==> config.mk <==
export PLATFORM = sky130hd
export DESIGN_NAME = rts_front
export DESIGN_NICKNAME = d
export VERILOG_FILES = /design/src/rtl/rts_pkg.sv /design/src/rtl/rts_front.sv
export SDC_FILE = /design/constraint.sdc
export NUM_CORES = 1
export LEC_CHECK = 0
export ABC_AREA = 1
export BUFFER_PORTS_ARGS = -buffer_cell sky130_fd_sc_hd__buf_4
export CORE_MARGIN = 4
export CORE_UTILIZATION = 50
export DETAILED_ROUTE_END_ITERATION = 8
export PLACE_DENSITY = 0.7
export SLEW_MARGIN = 20
export SYNTH_ARGS = -nofsm -noshare
export SYNTH_HDL_FRONTEND = slang
export SYNTH_SLANG_ARGS = --single-unit
==> constraint.sdc <==
create_clock -name clk -period 15.65 [get_ports clk]
set_input_delay 0.7825 -clock clk [delete_from_list [all_inputs] [get_ports clk]]
set_output_delay 0.7825 -clock clk [all_outputs]
set_load 0.01 [all_outputs]
==> src/rtl/rts_pkg.sv <==
package rts_pkg;

	// cordic step count and fixed constants
	localparam int STEPS = 28;
	localparam logic [22:0] RIGHT_Q16 = 23'd5898240;
	localparam logic [30:0] ONE_Q30 = 31'd1073741824;
	localparam logic signed [33:0] GAIN_Q30 = 34'sd652032874;

	// atan(2^-i) in degrees with 24 fraction bits
	localparam logic [29:0] STEP_DEG [STEPS] = '{
		30'd754974720, 30'd445687602, 30'd235489088, 30'd119537938, 30'd60000934,
		30'd30029717, 30'd15018523, 30'd7509720, 30'd3754917, 30'd1877466,
		30'd938734, 30'd469367, 30'd234684, 30'd117342, 30'd58671, 30'd29335,
		30'd14668, 30'd7334, 30'd3667, 30'd1833, 30'd917, 30'd458, 30'd229,
		30'd115, 30'd57, 30'd29, 30'd14, 30'd7
	};

	// status codes
	localparam logic [1:0] ST_OK     = 2'd0;
	localparam logic [1:0] ST_FEW    = 2'd1;
	localparam logic [1:0] ST_DOMAIN = 2'd2;

	// which known pair drives the solution
	typedef enum logic [2:0] {
		MODE_AB, MODE_AC, MODE_BC, MODE_AA, MODE_BB, MODE_CA, MODE_CB, MODE_FEW
	} mode_t;

	typedef struct packed {
		logic [31:0] leg_a;
		logic        leg_a_given;
		logic [31:0] leg_b;
		logic        leg_b_given;
		logic [31:0] hypotenuse;
		logic        hypotenuse_given;
		logic [22:0] angle_opp_a;
		logic        angle_opp_a_given;
		logic [22:0] angle_opp_b;
		logic        angle_opp_b_given;
	} item_t;

	typedef struct packed {
		logic [31:0] out_leg_a;
		logic [31:0] out_leg_b;
		logic [31:0] out_hypotenuse;
		logic [22:0] out_angle_a;
		logic [22:0] out_angle_b;
		logic [1:0]  status;
	} result_t;

	// classified item handed from front to back
	typedef struct packed {
		mode_t       mode;
		logic        err;
		logic [31:0] leg;
		logic [31:0] leg2;
		logic [31:0] hyp;
		logic [22:0] ang;
	} cls_t;

	// item state carried along the back pipeline
	typedef struct packed {
		mode_t       mode;
		logic        err;
		logic [31:0] leg;
		logic [31:0] leg2;
		logic [31:0] hyp;
		logic [22:0] ang;
		logic [30:0] sn;
		logic [30:0] cs;
		logic [31:0] legx;
		logic        rsat;
		logic        sat1;
		logic        sat2;
		logic [31:0] ra;
		logic [31:0] rb;
		logic [31:0] rc;
		logic        vy0;
		logic        vx0;
	} work_t;

endpackage

==> src/rtl/rts_front.sv <==
module rts_front (
	input  logic          clk,
	input  logic          arst_n,
	input  logic          push,
	output logic          full,
	input  rts_pkg::item_t item,
	output logic          cls_valid,
	output rts_pkg::cls_t cls,
	input  logic          cls_pop
);
	import rts_pkg::*;

	localparam int QDEPTH = 4;
	localparam int QW = $clog2(QDEPTH);

	cls_t            cls_in;
	cls_t            mem_q [QDEPTH];
	logic [QW-1:0]   wr_q;
	logic [QW-1:0]   rd_q;
	logic [QW:0]     cnt_q;
	logic            do_push;
	logic            do_pop;

	// pick the first supplied pair and flag simple domain errors
	always_comb begin
		cls_in = '0;
		cls_in.mode = MODE_FEW;
		if (item.leg_a_given && item.leg_b_given) begin
			cls_in.mode = MODE_AB;
			cls_in.leg = item.leg_a;
			cls_in.leg2 = item.leg_b;
		end else if (item.leg_a_given && item.hypotenuse_given) begin
			cls_in.mode = MODE_AC;
			cls_in.leg = item.leg_a;
			cls_in.hyp = item.hypotenuse;
			cls_in.err = (item.hypotenuse == '0) || (item.leg_a > item.hypotenuse);
		end else if (item.leg_b_given && item.hypotenuse_given) begin
			cls_in.mode = MODE_BC;
			cls_in.leg = item.leg_b;
			cls_in.hyp = item.hypotenuse;
			cls_in.err = (item.hypotenuse == '0) || (item.leg_b > item.hypotenuse);
		end else if (item.leg_a_given && item.angle_opp_a_given) begin
			cls_in.mode = MODE_AA;
			cls_in.leg = item.leg_a;
			cls_in.ang = item.angle_opp_a;
			cls_in.err = item.angle_opp_a > RIGHT_Q16;
		end else if (item.leg_b_given && item.angle_opp_b_given) begin
			cls_in.mode = MODE_BB;
			cls_in.leg = item.leg_b;
			cls_in.ang = item.angle_opp_b;
			cls_in.err = item.angle_opp_b > RIGHT_Q16;
		end else if (item.hypotenuse_given && item.angle_opp_a_given) begin
			cls_in.mode = MODE_CA;
			cls_in.hyp = item.hypotenuse;
			cls_in.ang = item.angle_opp_a;
			cls_in.err = item.angle_opp_a > RIGHT_Q16;
		end else if (item.hypotenuse_given && item.angle_opp_b_given) begin
			cls_in.mode = MODE_CB;
			cls_in.hyp = item.hypotenuse;
			cls_in.ang = item.angle_opp_b;
			cls_in.err = item.angle_opp_b > RIGHT_Q16;
		end
	end

	// queue handshake
	assign full = (cnt_q == (QW+1)'(QDEPTH));
	assign cls_valid = (cnt_q != '0);
	assign cls = mem_q[rd_q];
	assign do_push = push && !full;
	assign do_pop = cls_pop && cls_valid;

	// queue pointers
	always_ff @(posedge clk or negedge arst_n) begin
		if (!arst_n) begin
			wr_q <= '0;
			rd_q <= '0;
			cnt_q <= '0;
		end else begin
			if (do_push) wr_q <= wr_q + 1'b1;
			if (do_pop) rd_q <= rd_q + 1'b1;
			case ({do_push, do_pop})
				2'b10: cnt_q <= cnt_q + 1'b1;
				2'b01: cnt_q <= cnt_q - 1'b1;
				default: cnt_q <= cnt_q;
			endcase
		end
	end

	// queue storage
	always_ff @(posedge clk) begin
		if (do_push) mem_q[wr_q] <= cls_in;
	end

endmodule

==> flow_summary.html <==
<table>
<tr><th>Metric</th><th>Value</th></tr>
<tr><th colspan="2">Run status</th></tr>
<tr><td>Outcome</td><td>finished clean</td></tr>
<tr><th colspan="2">Clocking</th></tr>
<tr><td>Clock tree from TritonCTS</td><td>done</td></tr>
<tr><td>Post-CTS setup buffer count</td><td>0</td></tr>
<tr><td>Number of resized instances in the post-cts repair step</td><td>0</td></tr>
<tr><td>CTS Root Buffer Type</td><td>sky130_fd_sc_hd__clkbuf_16</td></tr>
<tr><td>Clk pin slew, worst setup/hold paths</td><td>0.06 ns</td></tr>
<tr><td>Number of buffers added by the clock tree synthesis step</td><td>50</td></tr>
<tr><td>Deepest level of the CTS H-tree</td><td>2</td></tr>
<tr><td>Clock sink count</td><td>499</td></tr>
<tr><td>CTS max path bufs</td><td>3</td></tr>
<tr><td>Clock latency at the later pin of the worst-skew pair</td><td>0.59 ns</td></tr>
<tr><th colspan="2">Power</th></tr>
<tr><td>Power share of the sequential group</td><td>40.3%</td></tr>
<tr><td>Internal Dissipation</td><td>0.003017 W</td></tr>
<tr><td>Relative contribution of the clock network to total power</td><td>23.4%</td></tr>
<tr><td>Leakage power total</td><td>9.524 nW</td></tr>
<tr><td>Worst vdd rail ir drop</td><td>0.1074 mV</td></tr>
<tr><td>Switching share of total power</td><td>35.82%</td></tr>
<tr><td>Total power density per cell area</td><td>183.0 nW/um2</td></tr>
<tr><td>Reported net switching power</td><td>0.001684 W</td></tr>
<tr><td>Combinational power share</td><td>36.3%</td></tr>
<tr><th colspan="2">Critical path</th></tr>
<tr><td>Worst-path fanout max</td><td>82</td></tr>
<tr><td>Worst Reg-to-Reg Cells</td><td>3</td></tr>
<tr><td>Terminus of the critical flop-to-flop path</td><td>rd_q[1]$_DFFE_PN0P_</td></tr>
<tr><td>Kind of end point of the critical path</td><td>primary output</td></tr>
<tr><td>CP arrival</td><td>3.72 ns</td></tr>
<tr><td>Origin of the critical flop-to-flop path</td><td>rd_q[1]$_DFFE_PN0P_</td></tr>
<tr><td>Critical path required time</td><td>14.87 ns</td></tr>
<tr><td>Worst R2R Setup Slack</td><td>12.72 ns</td></tr>
<tr><td>Kind of start point of the critical path</td><td>flip-flop</td></tr>
<tr><td>Worst setup path class</td><td>reg -&gt; out</td></tr>
<tr><th colspan="2">Cells and area</th></tr>
<tr><td>Fraction of final layout cells sized beyond drive strength 1</td><td>17.67%</td></tr>
<tr><td>Area grow syn2layout</td><td>18.77%</td></tr>
<tr><td>Filler cell count</td><td>3353</td></tr>
<tr><td>Final nets</td><td>2306</td></tr>
<tr><th colspan="2">Drt</th></tr>
<tr><td>Antenna-violating nets left</td><td>0</td></tr>
<tr><td>Routed met3 length</td><td>4589 um</td></tr>
<tr><td>Top routing layer in use</td><td>met5</td></tr>
<tr><td>DR vias</td><td>15403</td></tr>
<tr><td>Final wirelength</td><td>60340 um</td></tr>
<tr><td>Average wire length per cell after detail routing</td><td>22.35 um</td></tr>
<tr><td>Wire length on met2</td><td>28800 um</td></tr>
<tr><td>DRC violation count after routing</td><td>0</td></tr>
<tr><td>Detailed Route Iter0 Violations</td><td>1835</td></tr>
<tr><td>DRT Pass-1 Iters</td><td>6</td></tr>
<tr><td>Routed via count divided by cell count</td><td>5.705</td></tr>
<tr><td>WL met1</td><td>25230 um</td></tr>
<tr><th colspan="2">Synthesis</th></tr>
<tr><td>Combined area of all synthesized cells</td><td>21630 um2</td></tr>
<tr><td>Compound-Gate Fraction of Synth Area</td><td>12.10%</td></tr>
<tr><td>Adder and majority gate portion of the synthesized area</td><td>4.084%</td></tr>
<tr><td>Ys flop type</td><td>sky130_fd_sc_hd__edfxtp_1</td></tr>
<tr><td>Post-synthesis share of cell area spent on xor and xnor gates</td><td>0.2025%</td></tr>
<tr><td>Synth cell types</td><td>34</td></tr>
<tr><td>Synthesis-stage register bit count</td><td>499</td></tr>
<tr><td>Net count after synthesis</td><td>2062</td></tr>
<tr><td>Proportion of register bits with asynchronous set or reset after synthesis</td><td>1.403%</td></tr>
<tr><td>Combinational family with the most area after synthesis</td><td>compound AO/OA/AOI/OAI gates</td></tr>
<tr><td>Most common cell in the netlist</td><td>sky130_fd_sc_hd__edfxtp_1</td></tr>
<tr><td>Largest cells by area after synthesis</td><td>sky130_fd_sc_hd__edfxtp_1, sky130_fd_sc_hd__nor2_1, sky130_fd_sc_hd__o21ai_0</td></tr>
<tr><td>Share of the yosys chip area belonging to registers</td><td>69.11%</td></tr>
<tr><td>Most instantiated cells after synthesis</td><td>sky130_fd_sc_hd__edfxtp_1, sky130_fd_sc_hd__nor2_1, sky130_fd_sc_hd__o21ai_0, sky130_fd_sc_hd__nand2_1, sky130_fd_sc_hd__o22ai_1</td></tr>
<tr><td>Number of flops mapped to enable cells by yosys</td><td>492</td></tr>
<tr><td>Fraction of synthesized area in multiplexers</td><td>0%</td></tr>
<tr><td>Simple-gate share of the synthesized area</td><td>10.80%</td></tr>
<tr><td>Area share of the largest cell type after synthesis</td><td>68.30%</td></tr>
<tr><td>Mean post-synth cell area</td><td>11.75 um2</td></tr>
<tr><td>Count of synthesis-stage warnings from yosys</td><td>0</td></tr>
<tr><td>Syn Inst Count</td><td>1841</td></tr>
<tr><td>Cell taking the most area after synthesis</td><td>sky130_fd_sc_hd__edfxtp_1</td></tr>
<tr><th colspan="2">Placed design</th></tr>
<tr><td>Weighted congestion at the end of routability-driven global placement</td><td>0.8965</td></tr>
<tr><td>HPWL after detailed placement</td><td>39080 um</td></tr>
<tr><td>Buffers on Ports</td><td>275</td></tr>
<tr><th colspan="2">Global route</th></tr>
<tr><td>GRT Overall Usage</td><td>24.94%</td></tr>
<tr><td>Initial antenna violation count</td><td>5</td></tr>
<tr><td>Number of global-route vias before repair</td><td>14560</td></tr>
<tr><td>Global route overflow</td><td>0</td></tr>
<tr><td>Largest net degree at the start of global routing</td><td>138</td></tr>
<tr><td>Wire length of the first global-routing pass</td><td>89070 um</td></tr>
<tr><th colspan="2">Timing</th></tr>
<tr><td>Max-Slew Margin vs Limit</td><td>30.90%</td></tr>
<tr><td>Hold Violations, Final</td><td>0</td></tr>
<tr><td>Clock period minus worst slack</td><td>4.498 ns</td></tr>
<tr><td>Slew Limit Fails</td><td>0</td></tr>
<tr><td>Setup repair after global routing missed its margin</td><td>false</td></tr>
<tr><td>Setup_tns</td><td>0 ns</td></tr>
<tr><td>Final setup fails</td><td>0</td></tr>
<tr><td>Largest clock skew in the final design</td><td>0.01419 ns</td></tr>
<tr><td>Final worst path period share</td><td>28.74%</td></tr>
<tr><td>Slew at the pin with the worst max-slew slack</td><td>1.037 ns</td></tr>
<tr><td>F_max</td><td>0.2223 GHz</td></tr>
<tr><td>Final worst hold slack</td><td>0.5014 ns</td></tr>
<tr><th colspan="2">Floorplanning</th></tr>
<tr><td>Horiz. Die Dim</td><td>216.0 um</td></tr>
<tr><td>Floorplan die area</td><td>46650 um2</td></tr>
<tr><td>FP Rows</td><td>75</td></tr>
<tr><td>Top-level port count</td><td>276</td></tr>
<tr><td>Core region area</td><td>42320 um2</td></tr>
<tr><td>Die height</td><td>216.0 um</td></tr>
<tr><td>Initial core utilization</td><td>51.11%</td></tr>
<tr><th colspan="2">Flow run</th></tr>
<tr><td>Max-cap violations</td><td>0</td></tr>
<tr><th colspan="2">Worst hold path</th></tr>
<tr><td>Number of cells traversed by the worst hold path</td><td>1</td></tr>
<tr><td>Type of the worst min-delay path</td><td>reg -&gt; reg</td></tr>
<tr><td>Source of the worst hold timing path</td><td>cnt_q[0]$_DFFE_PN0P_</td></tr>
<tr><td>Terminating pin of the worst hold path</td><td>cnt_q[0]$_DFFE_PN0P_</td></tr>
</table>
## layout make-up
cell class	count	area [um2]	share of cell area [%]
clock inverter	29	197.7	0.7695
sequential	499	14960	58.22
inverter	97	370.4	1.442
antenna	1	2.502	0.009740
tap	577	721.9	2.810
timing repair buffer	296	2232	8.688
clock buffer	60	1289	5.016
multi-input combinational	1141	5921	23.05
## sequential cells by signal, indices dropped and copies added, names as in the netlist
signal,cells
cnt_q,3
mem_q,492
rd_q,2
wr_q,2
## metrics by stage
| step | cell area [um2] | std cells | setup WS [ns] | util (%) | total power, W |
|---|---|---|---|---|---|
| detailed placement | 24180 | 2609 | 11.74 | 57.14 | 0.003633 |
| global placement | 24180 | 2609 | 11.82 | 57.14 | 0.003594 |
| global route | 25690 | 2700 | 11.06 | 60.70 | 0.004934 |
| finish | 25690 | 2700 | 11.15 | 60.70 | 0.004701 |
| CTS | 25680 | 2699 | 11.08 | 60.68 | 0.004728 |
| floorplan | 21630 | 1841 | 8.967 | - | 0.002853 |
## layout by cell type (no fill, tap or decap), drive strengths merged, types with 2 or more instances in the layout
cell    count
o21ai     257
nand3      12
dfrtp       7
nand2     164
xor2        4
clkbuf     60
a21oi      90
nor2      346
ha         69
nand3b      2
bufinv      2
inv        98
nor3       38
clkinv     26
o21a        4
edfxtp    492
nor4        8
buf       295
nand4      12
o22ai     125
a21o        2
## what timing repair did
action,4_1_cts,5_1_grt
hold endpoints to repair,7,0
hold buffers,1,0
endpoints found under the setup margin,0,0
## logic make-up after synthesis
logic type | Yosys count
AOI/OAI and AO/OA | 480
DFF | 499
buffers and inverters | 201
adders and majority gates | 70
xor gates and xnor gates | 5
and+or+nand+nor | 586
## power by group through the flow
| stage | Clock (W) | Sequential, W | Combinational (W) |
|---|---|---|---|
| 5_1_grt | 0.00117 | 0.00192 | 0.00184 |
| 6_report | 0.00110 | 0.00190 | 0.00170 |
| 3_5_place_dp | 0 | 0.00192 | 0.00171 |
| 4_1_cts | 0.00112 | 0.00190 | 0.00172 |
| 3_3_place_gp | 0 | 0.00191 | 0.00168 |
| 2_1_floorplan | 0 | 0.00191 | 0.000942 |
## worst max-delay path, stage by stage, from the launching register on
cell	delay, ns
sky130_fd_sc_hd__dfrtp_4	0.75
sky130_fd_sc_hd__clkinv_2	0.61
sky130_fd_sc_hd__buf_4	0.79
sky130_fd_sc_hd__o21ai_0	0.20
sky130_fd_sc_hd__o22ai_1	0.42
sky130_fd_sc_hd__buf_4	0.21
## worst max path at each step
stage | start | endpoint | cells after the start
6_report | rd_q[1]$_DFFE_PN0P_ | cls[116] | 5
5_1_grt | rd_q[1]$_DFFE_PN0P_ | cls[15] | 5
4_1_cts | rd_q[0]$_DFFE_PN0P_ | cls[48] | 5
3_5_place_dp | rd_q[0]$_DFFE_PN0P_ | cls[24] | 5
3_3_place_gp | rd_q[0]$_DFFE_PN0P_ | cls[24] | 5
2_1_floorplan | push | mem_q[0][0]$_DFFE_PP_ | 2
## layer usage
| metal | track usage, % | vias up |
|---|---|---|
| met5 | 0 | - |
| li1 | - | 7140 |
| met2 | 39.71 | 656 |
| met1 | 35.09 | 7492 |
| met4 | 7.275 | 8 |
| met3 | 5.246 | 107 |
Note: power is estimated with default switching activity, not from simulation.
